$ cat src/rtl/core/pts_pkg.sv
// Shared types and constants for the periodic timer slot bank.
package pts_pkg;

    localparam int SLOT_COUNT_DEF = 8;
    localparam int SLOT_COUNT_MAX = 32;

    localparam int OP_W     = 2;
    localparam int MS_W     = 32;
    localparam int IDX_W    = 3;
    localparam int MASK_W   = 8;
    localparam int TICK_W   = 64;
    localparam int PERIOD_W = 32;
    localparam int RATE_W   = 21;
    localparam int PROD_W   = MS_W + RATE_W;
    localparam int REM_W    = 10;

    localparam int S_DATA_W = 40;
    localparam int M_DATA_W = 80;
    localparam int APB_AW   = 3;
    localparam int APB_DW   = 32;

    localparam logic [RATE_W-1:0]   RATE_RESET = RATE_W'(1000);
    localparam logic [REM_W:0]      MS_PER_SEC = (REM_W + 1)'(1000);
    localparam logic [PERIOD_W-1:0] PERIOD_MAX = '1;

    typedef enum logic [OP_W-1:0] {
        OP_TICK       = 2'd0,
        OP_REGISTER   = 2'd1,
        OP_UNREGISTER = 2'd2,
        OP_NONE       = 2'd3
    } op_t;

    localparam logic [0:0] REG_TICK_RATE = 1'b0;

endpackage

$ cat src/rtl/core/pts_conv.sv
// Millisecond to tick period converter: one multiply, then a reciprocal divide by 1000.
module pts_conv (
    input  logic                               aclk,
    input  logic                               aresetn,
    input  logic                               start,
    input  logic [pts_pkg::MS_W-1:0]           period_ms,
    input  logic [pts_pkg::RATE_W-1:0]         tick_rate_hz,
    output logic                               done,
    output logic [pts_pkg::PERIOD_W-1:0]       period
);

    localparam logic [pts_pkg::PROD_W-1:0] SAT_LIMIT =
        pts_pkg::PROD_W'(pts_pkg::MS_PER_SEC) << pts_pkg::PERIOD_W;

    // 1000 = 8 * 125: drop three bits, then multiply by ceil(2^46 / 125)
    localparam int DIV_SHIFT = 3;
    localparam int PART_W    = 20;
    localparam int RECIP_W   = 2 * PART_W;
    localparam int ACC_W     = 4 * PART_W;
    localparam int Q_LSB     = 46;
    localparam logic [RECIP_W-1:0] RECIP_125 = RECIP_W'(64'd562949953422);

    typedef enum logic [4:0] {
        C_IDLE  = 5'b00001,
        C_MUL   = 5'b00010,
        C_RECIP = 5'b00100,
        C_FIX   = 5'b01000,
        C_DONE  = 5'b10000
    } conv_state_t;

    conv_state_t                        state_reg, state_next;
    logic [pts_pkg::PROD_W-1:0]         prod_reg;
    logic [RECIP_W-1:0]                 dvd_reg;
    logic [ACC_W-1:0]                   acc_reg;
    logic [1:0]                         step_reg;
    logic [pts_pkg::PERIOD_W-1:0]       period_reg;

    logic [PART_W-1:0]                  mul_a;
    logic [PART_W-1:0]                  mul_b;
    logic [RECIP_W-1:0]                 mul_p;
    logic [ACC_W-1:0]                   addend;
    logic [pts_pkg::PERIOD_W-1:0]       quo;

    // one partial product per cycle: lo*lo, lo*hi, hi*lo, hi*hi
    assign mul_a = step_reg[1] ? dvd_reg[PART_W +: PART_W] : dvd_reg[PART_W-1:0];
    assign mul_b = step_reg[0] ? RECIP_125[PART_W +: PART_W] : RECIP_125[PART_W-1:0];
    assign mul_p = RECIP_W'(mul_a) * RECIP_W'(mul_b);
    assign quo   = acc_reg[Q_LSB +: pts_pkg::PERIOD_W];

    always_comb begin
        case (step_reg)
            2'd0:    addend = ACC_W'(mul_p);
            2'd3:    addend = ACC_W'(mul_p) << (2 * PART_W);
            default: addend = ACC_W'(mul_p) << PART_W;
        endcase
    end

    always_comb begin
        state_next = state_reg;
        case (state_reg)
            C_IDLE:  if (start) state_next = C_MUL;
            C_MUL:   state_next = (prod_reg >= SAT_LIMIT) ? C_DONE : C_RECIP;
            C_RECIP: if (step_reg == 2'd3) state_next = C_FIX;
            C_FIX:   state_next = C_DONE;
            C_DONE:  state_next = C_IDLE;
            default: state_next = C_IDLE;
        endcase
    end

    always_ff @(posedge aclk) begin
        if (!aresetn) begin
            state_reg <= C_IDLE;
        end else begin
            state_reg <= state_next;
        end
    end

    always_ff @(posedge aclk) begin
        case (state_reg)
            C_IDLE: begin
                prod_reg <= pts_pkg::PROD_W'(period_ms) * pts_pkg::PROD_W'(tick_rate_hz);
            end
            C_MUL: begin
                // product is below 2^42 once saturation is ruled out
                dvd_reg    <= prod_reg[DIV_SHIFT +: RECIP_W];
                acc_reg    <= '0;
                step_reg   <= '0;
                period_reg <= pts_pkg::PERIOD_MAX;
            end
            C_RECIP: begin
                acc_reg  <= acc_reg + addend;
                step_reg <= step_reg + 2'd1;
            end
            C_FIX: begin
                period_reg <= (quo == '0) ? pts_pkg::PERIOD_W'(1) : quo;
            end
            default: begin
            end
        endcase
    end

    assign done   = (state_reg == C_DONE);
    assign period = period_reg;

endmodule

$ cat src/rtl/core/periodic_timer_slots.sv
// Top level of the periodic timer slot bank: sequencer, slot table and stream ports.
//
//  channel  | direction | payload (low bits first)
//  s_       | in        | operation[1:0], period_ms[33:2], slot_index[36:34]
//  m_       | out       | fired_mask[7:0], assigned_slot[10:8], table_full[11], tick_value[75:12]
//  APB      | in/out    | reg 0 at 0x0: tick_rate_hz[20:0]
//
// Tick: one slot compared per cycle, and reloaded when due. Register: accept, one search
// cycle per slot up to the first free one, the period converter (multiply, reciprocal
// partial products, fix; only the multiply when the period saturates), then write and finish.
// A full table skips the converter. Unregister and the unused code go straight to finish.
// s_tready is high only between words. A result waits in the output register; a stalled
// m_ side holds the next word in its last sequencer step. Reset is synchronous, clears all slots.
module periodic_timer_slots #(
    parameter int SLOT_COUNT = pts_pkg::SLOT_COUNT_DEF
) (
    input  logic                            aclk,
    input  logic                            aresetn,
    // operation, period_ms, slot_index
    input  logic                            s_tvalid,
    output logic                            s_tready,
    input  logic [pts_pkg::S_DATA_W-1:0]    s_tdata,
    // fired_mask, assigned_slot, table_full, tick_value
    output logic                            m_tvalid,
    input  logic                            m_tready,
    output logic [pts_pkg::M_DATA_W-1:0]    m_tdata,
    input  logic                            psel,
    input  logic                            penable,
    input  logic                            pwrite,
    input  logic [pts_pkg::APB_AW-1:0]      paddr,
    input  logic [pts_pkg::APB_DW-1:0]      pwdata,
    output logic [pts_pkg::APB_DW-1:0]      prdata,
    output logic                            pready
);

    localparam int SLOT_W = (SLOT_COUNT > 1) ? $clog2(SLOT_COUNT) : 1;
    localparam logic [SLOT_W-1:0] LAST_SLOT = SLOT_W'(SLOT_COUNT - 1);

    typedef enum logic [5:0] {
        S_IDLE   = 6'b000001,
        S_TICK   = 6'b000010,
        S_SEARCH = 6'b000100,
        S_CONV   = 6'b001000,
        S_WRITE  = 6'b010000,
        S_FINISH = 6'b100000
    } seq_state_t;

    seq_state_t                         state_reg;
    logic [pts_pkg::TICK_W-1:0]         tick_cnt_reg;
    logic [pts_pkg::RATE_W-1:0]         rate_reg;
    logic [SLOT_COUNT-1:0]              slot_active_reg;
    logic [pts_pkg::PERIOD_W-1:0]       slot_period_reg [SLOT_COUNT];
    logic [pts_pkg::TICK_W-1:0]         slot_due_reg    [SLOT_COUNT];
    logic [SLOT_W-1:0]                  idx_reg;
    logic [pts_pkg::MS_W-1:0]           ms_reg;
    logic [SLOT_COUNT-1:0]              fire_vec_reg;
    logic [SLOT_W-1:0]                  assigned_reg;
    logic                               full_reg;
    logic                               m_tvalid_reg;
    logic [pts_pkg::M_DATA_W-1:0]       m_tdata_reg;

    logic                               in_fire;
    pts_pkg::op_t                       in_op;
    logic [pts_pkg::IDX_W-1:0]          in_idx;
    logic [SLOT_W+pts_pkg::IDX_W-1:0]   in_idx_ext;
    logic                               in_idx_ok;
    logic                               cfg_wr;
    logic                               conv_start;
    logic                               conv_done;
    logic [pts_pkg::PERIOD_W-1:0]       conv_period;
    logic [SLOT_W+pts_pkg::IDX_W-1:0]   assigned_ext;
    logic [pts_pkg::MASK_W-1:0]         fired_mask;
    logic                               out_free;
    logic                               slot_hit;

    assign in_fire    = s_tvalid && s_tready;
    assign in_op      = pts_pkg::op_t'(s_tdata[pts_pkg::OP_W-1:0]);
    assign in_idx     = s_tdata[pts_pkg::OP_W+pts_pkg::MS_W +: pts_pkg::IDX_W];
    assign in_idx_ext = {{SLOT_W{1'b0}}, in_idx};
    assign in_idx_ok  = (32'(in_idx) < 32'(SLOT_COUNT));
    assign s_tready   = (state_reg == S_IDLE);
    assign out_free   = !m_tvalid_reg || m_tready;
    assign slot_hit   = slot_active_reg[idx_reg] && (tick_cnt_reg >= slot_due_reg[idx_reg]);
    assign conv_start = (state_reg == S_SEARCH) && !slot_active_reg[idx_reg];

    // config port
    assign pready = 1'b1;
    assign cfg_wr = psel && penable && pwrite && pready;
    assign prdata = (paddr[2] == pts_pkg::REG_TICK_RATE) ? pts_pkg::APB_DW'(rate_reg) : '0;

    always_ff @(posedge aclk) begin
        if (!aresetn) begin
            rate_reg <= pts_pkg::RATE_RESET;
        end else if (cfg_wr && paddr[2] == pts_pkg::REG_TICK_RATE) begin
            rate_reg <= pwdata[pts_pkg::RATE_W-1:0];
        end
    end

    pts_conv u_conv (
        .aclk         (aclk),
        .aresetn      (aresetn),
        .start        (conv_start),
        .period_ms    (ms_reg),
        .tick_rate_hz (rate_reg),
        .done         (conv_done),
        .period       (conv_period)
    );

    // control state
    always_ff @(posedge aclk) begin
        if (!aresetn) begin
            state_reg       <= S_IDLE;
            tick_cnt_reg    <= '0;
            slot_active_reg <= '0;
            m_tvalid_reg    <= 1'b0;
        end else begin
            if (state_reg == S_FINISH && out_free) begin
                m_tvalid_reg <= 1'b1;
            end else if (m_tready) begin
                m_tvalid_reg <= 1'b0;
            end
            case (state_reg)
                S_IDLE: begin
                    if (in_fire) begin
                        case (in_op)
                            pts_pkg::OP_TICK: begin
                                tick_cnt_reg <= tick_cnt_reg + pts_pkg::TICK_W'(1);
                                state_reg    <= S_TICK;
                            end
                            pts_pkg::OP_REGISTER: begin
                                state_reg <= S_SEARCH;
                            end
                            pts_pkg::OP_UNREGISTER: begin
                                if (in_idx_ok) slot_active_reg[in_idx_ext[SLOT_W-1:0]] <= 1'b0;
                                state_reg <= S_FINISH;
                            end
                            default: begin
                                state_reg <= S_FINISH;
                            end
                        endcase
                    end
                end
                S_TICK: begin
                    if (idx_reg == LAST_SLOT) state_reg <= S_FINISH;
                end
                S_SEARCH: begin
                    if (!slot_active_reg[idx_reg]) begin
                        state_reg <= S_CONV;
                    end else if (idx_reg == LAST_SLOT) begin
                        state_reg <= S_FINISH;
                    end
                end
                S_CONV: begin
                    if (conv_done) begin
                        slot_active_reg[idx_reg] <= 1'b1;
                        state_reg                <= S_WRITE;
                    end
                end
                S_WRITE: begin
                    state_reg <= S_FINISH;
                end
                S_FINISH: begin
                    if (out_free) begin
                        state_reg <= S_IDLE;
                    end
                end
                default: begin
                    state_reg <= S_IDLE;
                end
            endcase
        end
    end

    // datapath: slot table, scan index, result flags
    always_ff @(posedge aclk) begin
        case (state_reg)
            S_IDLE: begin
                idx_reg      <= '0;
                ms_reg       <= s_tdata[pts_pkg::OP_W +: pts_pkg::MS_W];
                fire_vec_reg <= '0;
                assigned_reg <= '0;
                full_reg     <= 1'b0;
            end
            S_TICK: begin
                if (slot_hit) begin
                    fire_vec_reg[idx_reg] <= 1'b1;
                    slot_due_reg[idx_reg] <= tick_cnt_reg
                                             + pts_pkg::TICK_W'(slot_period_reg[idx_reg]);
                end
                idx_reg <= idx_reg + SLOT_W'(1);
            end
            S_SEARCH: begin
                if (!slot_active_reg[idx_reg]) begin
                    assigned_reg <= idx_reg;
                end else if (idx_reg == LAST_SLOT) begin
                    full_reg <= 1'b1;
                end else begin
                    idx_reg <= idx_reg + SLOT_W'(1);
                end
            end
            S_CONV: begin
                if (conv_done) slot_period_reg[idx_reg] <= conv_period;
            end
            S_WRITE: begin
                slot_due_reg[idx_reg] <= tick_cnt_reg
                                         + pts_pkg::TICK_W'(slot_period_reg[idx_reg]);
            end
            default: begin
            end
        endcase
    end

    // only slots below eight show in the mask
    genvar gi;
    generate
        for (gi = 0; gi < pts_pkg::MASK_W; gi++) begin : g_mask
            if (gi < SLOT_COUNT) begin : g_on
                assign fired_mask[gi] = fire_vec_reg[gi];
            end else begin : g_off
                assign fired_mask[gi] = 1'b0;
            end
        end
    endgenerate

    assign assigned_ext = {{pts_pkg::IDX_W{1'b0}}, assigned_reg};

    always_ff @(posedge aclk) begin
        if (state_reg == S_FINISH && out_free) begin
            m_tdata_reg <= {4'b0, tick_cnt_reg, full_reg,
                            assigned_ext[pts_pkg::IDX_W-1:0], fired_mask};
        end
    end

    assign m_tvalid = m_tvalid_reg;
    assign m_tdata  = m_tdata_reg;

    a_one_word: assert property (@(posedge aclk) disable iff (!aresetn)
        in_fire |=> !s_tready)
        else $error("accepted a word while one is in work");

    a_conv_owned: assert property (@(posedge aclk) disable iff (!aresetn)
        conv_done |-> (state_reg == S_CONV))
        else $error("converter finished outside of a register operation");

    a_slot_taken: assert property (@(posedge aclk) disable iff (!aresetn)
        (state_reg == S_CONV && conv_done) |=> slot_active_reg[idx_reg])
        else $error("registered slot not marked active");

    a_cnt_hold: assert property (@(posedge aclk) disable iff (!aresetn)
        (state_reg == S_TICK) |=> $stable(tick_cnt_reg))
        else $error("tick counter moved during the slot scan");

endmodule

$ cat config.mk
export PLATFORM = sky130hd
export DESIGN_NAME = periodic_timer_slots
export DESIGN_NICKNAME = d
export VERILOG_FILES = /design/src/rtl/core/pts_pkg.sv /design/src/rtl/core/pts_conv.sv /design/src/rtl/core/periodic_timer_slots.sv
export SDC_FILE = /design/constraint.sdc
export NUM_CORES = 2
export LEC_CHECK = 0
export ABC_AREA = 1
export BUFFER_PORTS_ARGS = -buffer_cell sky130_fd_sc_hd__buf_4
export CAP_MARGIN = 20
export CORE_MARGIN = 2
export CORE_UTILIZATION = 30
export CTS_CLUSTER_DIAMETER = 150
export CTS_CLUSTER_SIZE = 10
export DETAILED_ROUTE_END_ITERATION = 7
export PLACE_DENSITY_LB_ADDON = 0.2
export SLEW_MARGIN = 20
export SYNTH_ARGS = -nofsm -noshare
export SYNTH_HDL_FRONTEND = slang
export SYNTH_SLANG_ARGS = --single-unit
export TNS_END_PERCENT = 50
$ cat constraint.sdc
create_clock -name aclk -period 7.9 [get_ports aclk]
set_input_delay 1.58 -clock aclk [delete_from_list [all_inputs] [get_ports aclk]]
set_output_delay 1.58 -clock aclk [all_outputs]
set_load 0.01 [all_outputs]
==> out/metrics.csv <==
stage;metric;value;unit
status;status;finished, violations left;
status;failing checks;setup timing;
detailed_routing;Initial DRC Count;4900;
worst_hold_path;HP Class;flip-flop to flip-flop;
critical_path;worst r2r dst;u_conv.acc_reg[63];
die;Die X;547.9;microns
final_layout;footprint of the multi-input gates;0.05036;sq mm
sta;hold slack;0.4038;ns
grt;gr usage total;19.61;%
critical_path;crit path to;u_conv.acc_reg[63];
detailed_routing;DRT Wirelength;298500;microns
sta;Setup WS post-layout;-0.2833;ns
sta;Highest Clock Rate;122.2;MHz
detailed_routing;drt wl/cell;20.55;microns
sta;Slew Limit Fails;0;
critical_path;Worst R2R Setup Slack;-0.28;ns
sta;Tightest Pin Transition;1.273;ns
synthesis;area leader, netlist;edfxtp_1;
detailed_routing;Detail Route Antenna Nets;0;
critical_path;worst reg2reg startpoint;u_conv.step_reg[1];
critical_path;Worst EP arrival;8.77;ns
job;max-cap violation count;0;
sta;Min Clock Period, post-route;8.183;ns
synthesis;Seq/Total Area, Yosys;39.38;%
synthesis;Syn Std Cell Area;0.08875;sq mm
critical_path;Slowest Stage Delay on Critical Path;0.59;ns
synthesis;EDFF count, synth;1092;
sta;Tcrit/Tclk final;103.6;%
synthesis;Yosys reg bits;1200;
synthesis;area share of the largest cell type after synthesis;36.95;%
critical_path;CP max stage cell;fa_1;
grt;largest net degree at the start of global routing;129;
sta;setup violators final;55;
detailed_routing;DR vias;69950;
detailed_routing;DRC viols;0;
final_layout;Layout fillers;29630;
final_layout;Final #Nets;11900;
clocking;CTS tree;built;
grt;vias in the first global route;71680;
die;die height;547.9;microns
die;FP Rows;199;
clocking;CTS root buffer;clkbuf_16;
synthesis;Primary FF master, synth;edfxtp_1;
synthesis;cell count after synthesis;9700;
critical_path;worst endpoint required time;8.48;ns
sta;Worst slew margin;14.62;%
grt;first-pass GRT wire length;449100;microns
placed_design;Routability Congestion;0.9471;
detailed_routing;vias per cell;4.817;
clocking;H-Tree Depth;4;
placed_design;dpl hpwl;224000;microns
critical_path;critical path fanouts, max;13;
sta;RSZ-0062 raised after global routing;true;
final_layout;register area;0.03496;sq mm
final_layout;share of cells above drive strength 1;18.91;%
clocking;CTS Buf Count;144;
critical_path;kind of start point of the critical path;flip-flop;
worst_hold_path;worst hold start;u_conv.prod_reg[24];
synthesis;Yosys warning total;0;
clocking;clock-pin slew on the worst setup and hold paths;0.08;ns
clocking;worst-skew pair later-pin latency;0.87;ns
detailed_routing;Initial DRT Pass Iterations;5;
critical_path;Critical path origin;u_conv.step_reg[1];
critical_path;reg2reg path depth;37;
die;Core Region;0.2941;sq mm
die;Die Area;0.3002;sq mm
synthesis;cell with the most instances after synthesis;nand2_1;
die;initial core utilization;30.18;%
grt;initial antenna violation count;6;
final_layout;max reg flops;512;
synthesis;fraction of registers with async set/reset;0;%
synthesis;Yosys cell types;51;
sta;final hold violation count;0;
critical_path;endpoint class of the critical path;flip-flop;
critical_path;crit path kind;flip-flop to flip-flop;
final_layout;Synth-to-Final Area Change;22.51;%
synthesis;top cells by count, synth;nand2_1, inv_1, nor2_1, edfxtp_1, fa_1;
synthesis;syn_area_per_cell;9.150;sq um
die;io pins;197;
sta;final clock skew;0.08018;ns
placed_design;PortBufs;164;
grt;total grt overflow;0;
synthesis;Synth area leaders;edfxtp_1, fa_1, ha_1;
clocking;Clock Path Buffers;4;
critical_path;CP most frequent cell;buf_4;
clocking;CTS Sinks;1200;
-- worst max-delay path: cells and delay by family (launching register included) --
kind	cells	cell delay, ns
DFF	1	0.46
buffers and inverters	11	1.41
xor gates and xnor gates	1	0.14
and+or+nand+nor	7	0.75
AOI/OAI and AO/OA	9	1.41
adders and majority gates	9	3.76
-- metrics by stage --
step / instance area [sq um] / util [%] / setup TNS [ns] / std cells / worst slack (ns)
global route: 108700 / 36.97 / -32.59 / 14520 / -0.6514
detailed placement: 99790 / 33.93 / -55.95 / 14200 / -1.208
finish: 108700 / 36.98 / -9.684 / 14520 / -0.2833
CTS: 106500 / 36.23 / -14.21 / 14470 / -0.3836
floorplan: 88890 / - / 0 / 9731 / 0.02095
global placement: 99790 / 33.93 / -56.94 / 14200 / -1.236
-- cells by family after synthesis --
kind of cell / share of synthesized area, %
buffers and inverters: 8.818
xor gates and xnor gates: 1.737
DFF: 39.38
other: 0.008462
adders and majority gates: 25.05
AOI/OAI and AO/OA: 9.622
and+or+nand+nor: 15.39
-- what timing repair did --
action	in CTS	in global routing
gates cloned	2	0
pin swaps	135	168
gates resized for setup	555	469
endpoints found under the setup margin	64	67
buffers inserted	32	46
hold buffers	0	0
-- cells in the final DEF (no fill, tap or decap), drive strengths merged, types with 8 or more instances in the layout --
master  count
nand2    1733
inv      1678
nor2     1180
edfxtp   1092
buf      1003
fa        766
o21ai     752
ha        551
a21oi     435
clkbuf    230
nand3     202
xor2      127
o22ai     114
dfxtp     108
nor3       94
o221ai     63
nand4      62
a31oi      60
or2        58
xnor2      49
o21bai     41
conb       33
nor4       32
o21a       25
a21o       24
o211ai     14
clkinv     14
nand3b     12
a21boi     11
diode       8
-- final cells by class --
cell class	instances	area share (%)
multi-input cells	6469	46.31
flip-flops and latches	1200	32.16
repair buffers	1003	7.363
inverters	1680	5.816
well taps	3919	4.510
clock buffers	230	3.629
clock inverters	13	0.1922
diodes	8	0.01841
-- worst min path at each step --
stage,end,slack [ns],depth (start not counted)
floorplan,m_tdata[10],0.40,0
global placement,u_conv.dvd_reg[30],0.41,0
detailed placement,u_conv.dvd_reg[3],0.41,0
CTS,u_conv.dvd_reg[8],0.39,0
global route,u_conv.dvd_reg[21],0.41,0
finish,u_conv.dvd_reg[21],0.40,0
-- routing by layer --
metal | vias to the layer above | wire length [microns] | track usage [%]
met1 | 35060 | 132200 | 26.09
met4 | 0 | 8128 | 5.221
li1 | 32980 | - | -
met2 | 1596 | 145900 | 33.97
met5 | - | 0 | 0
met3 | 310 | 12210 | 1.889
Power is left out: the tool's default activity adds up to more than one toggle a clock period on the data nets, which glitch-free logic cannot reach.
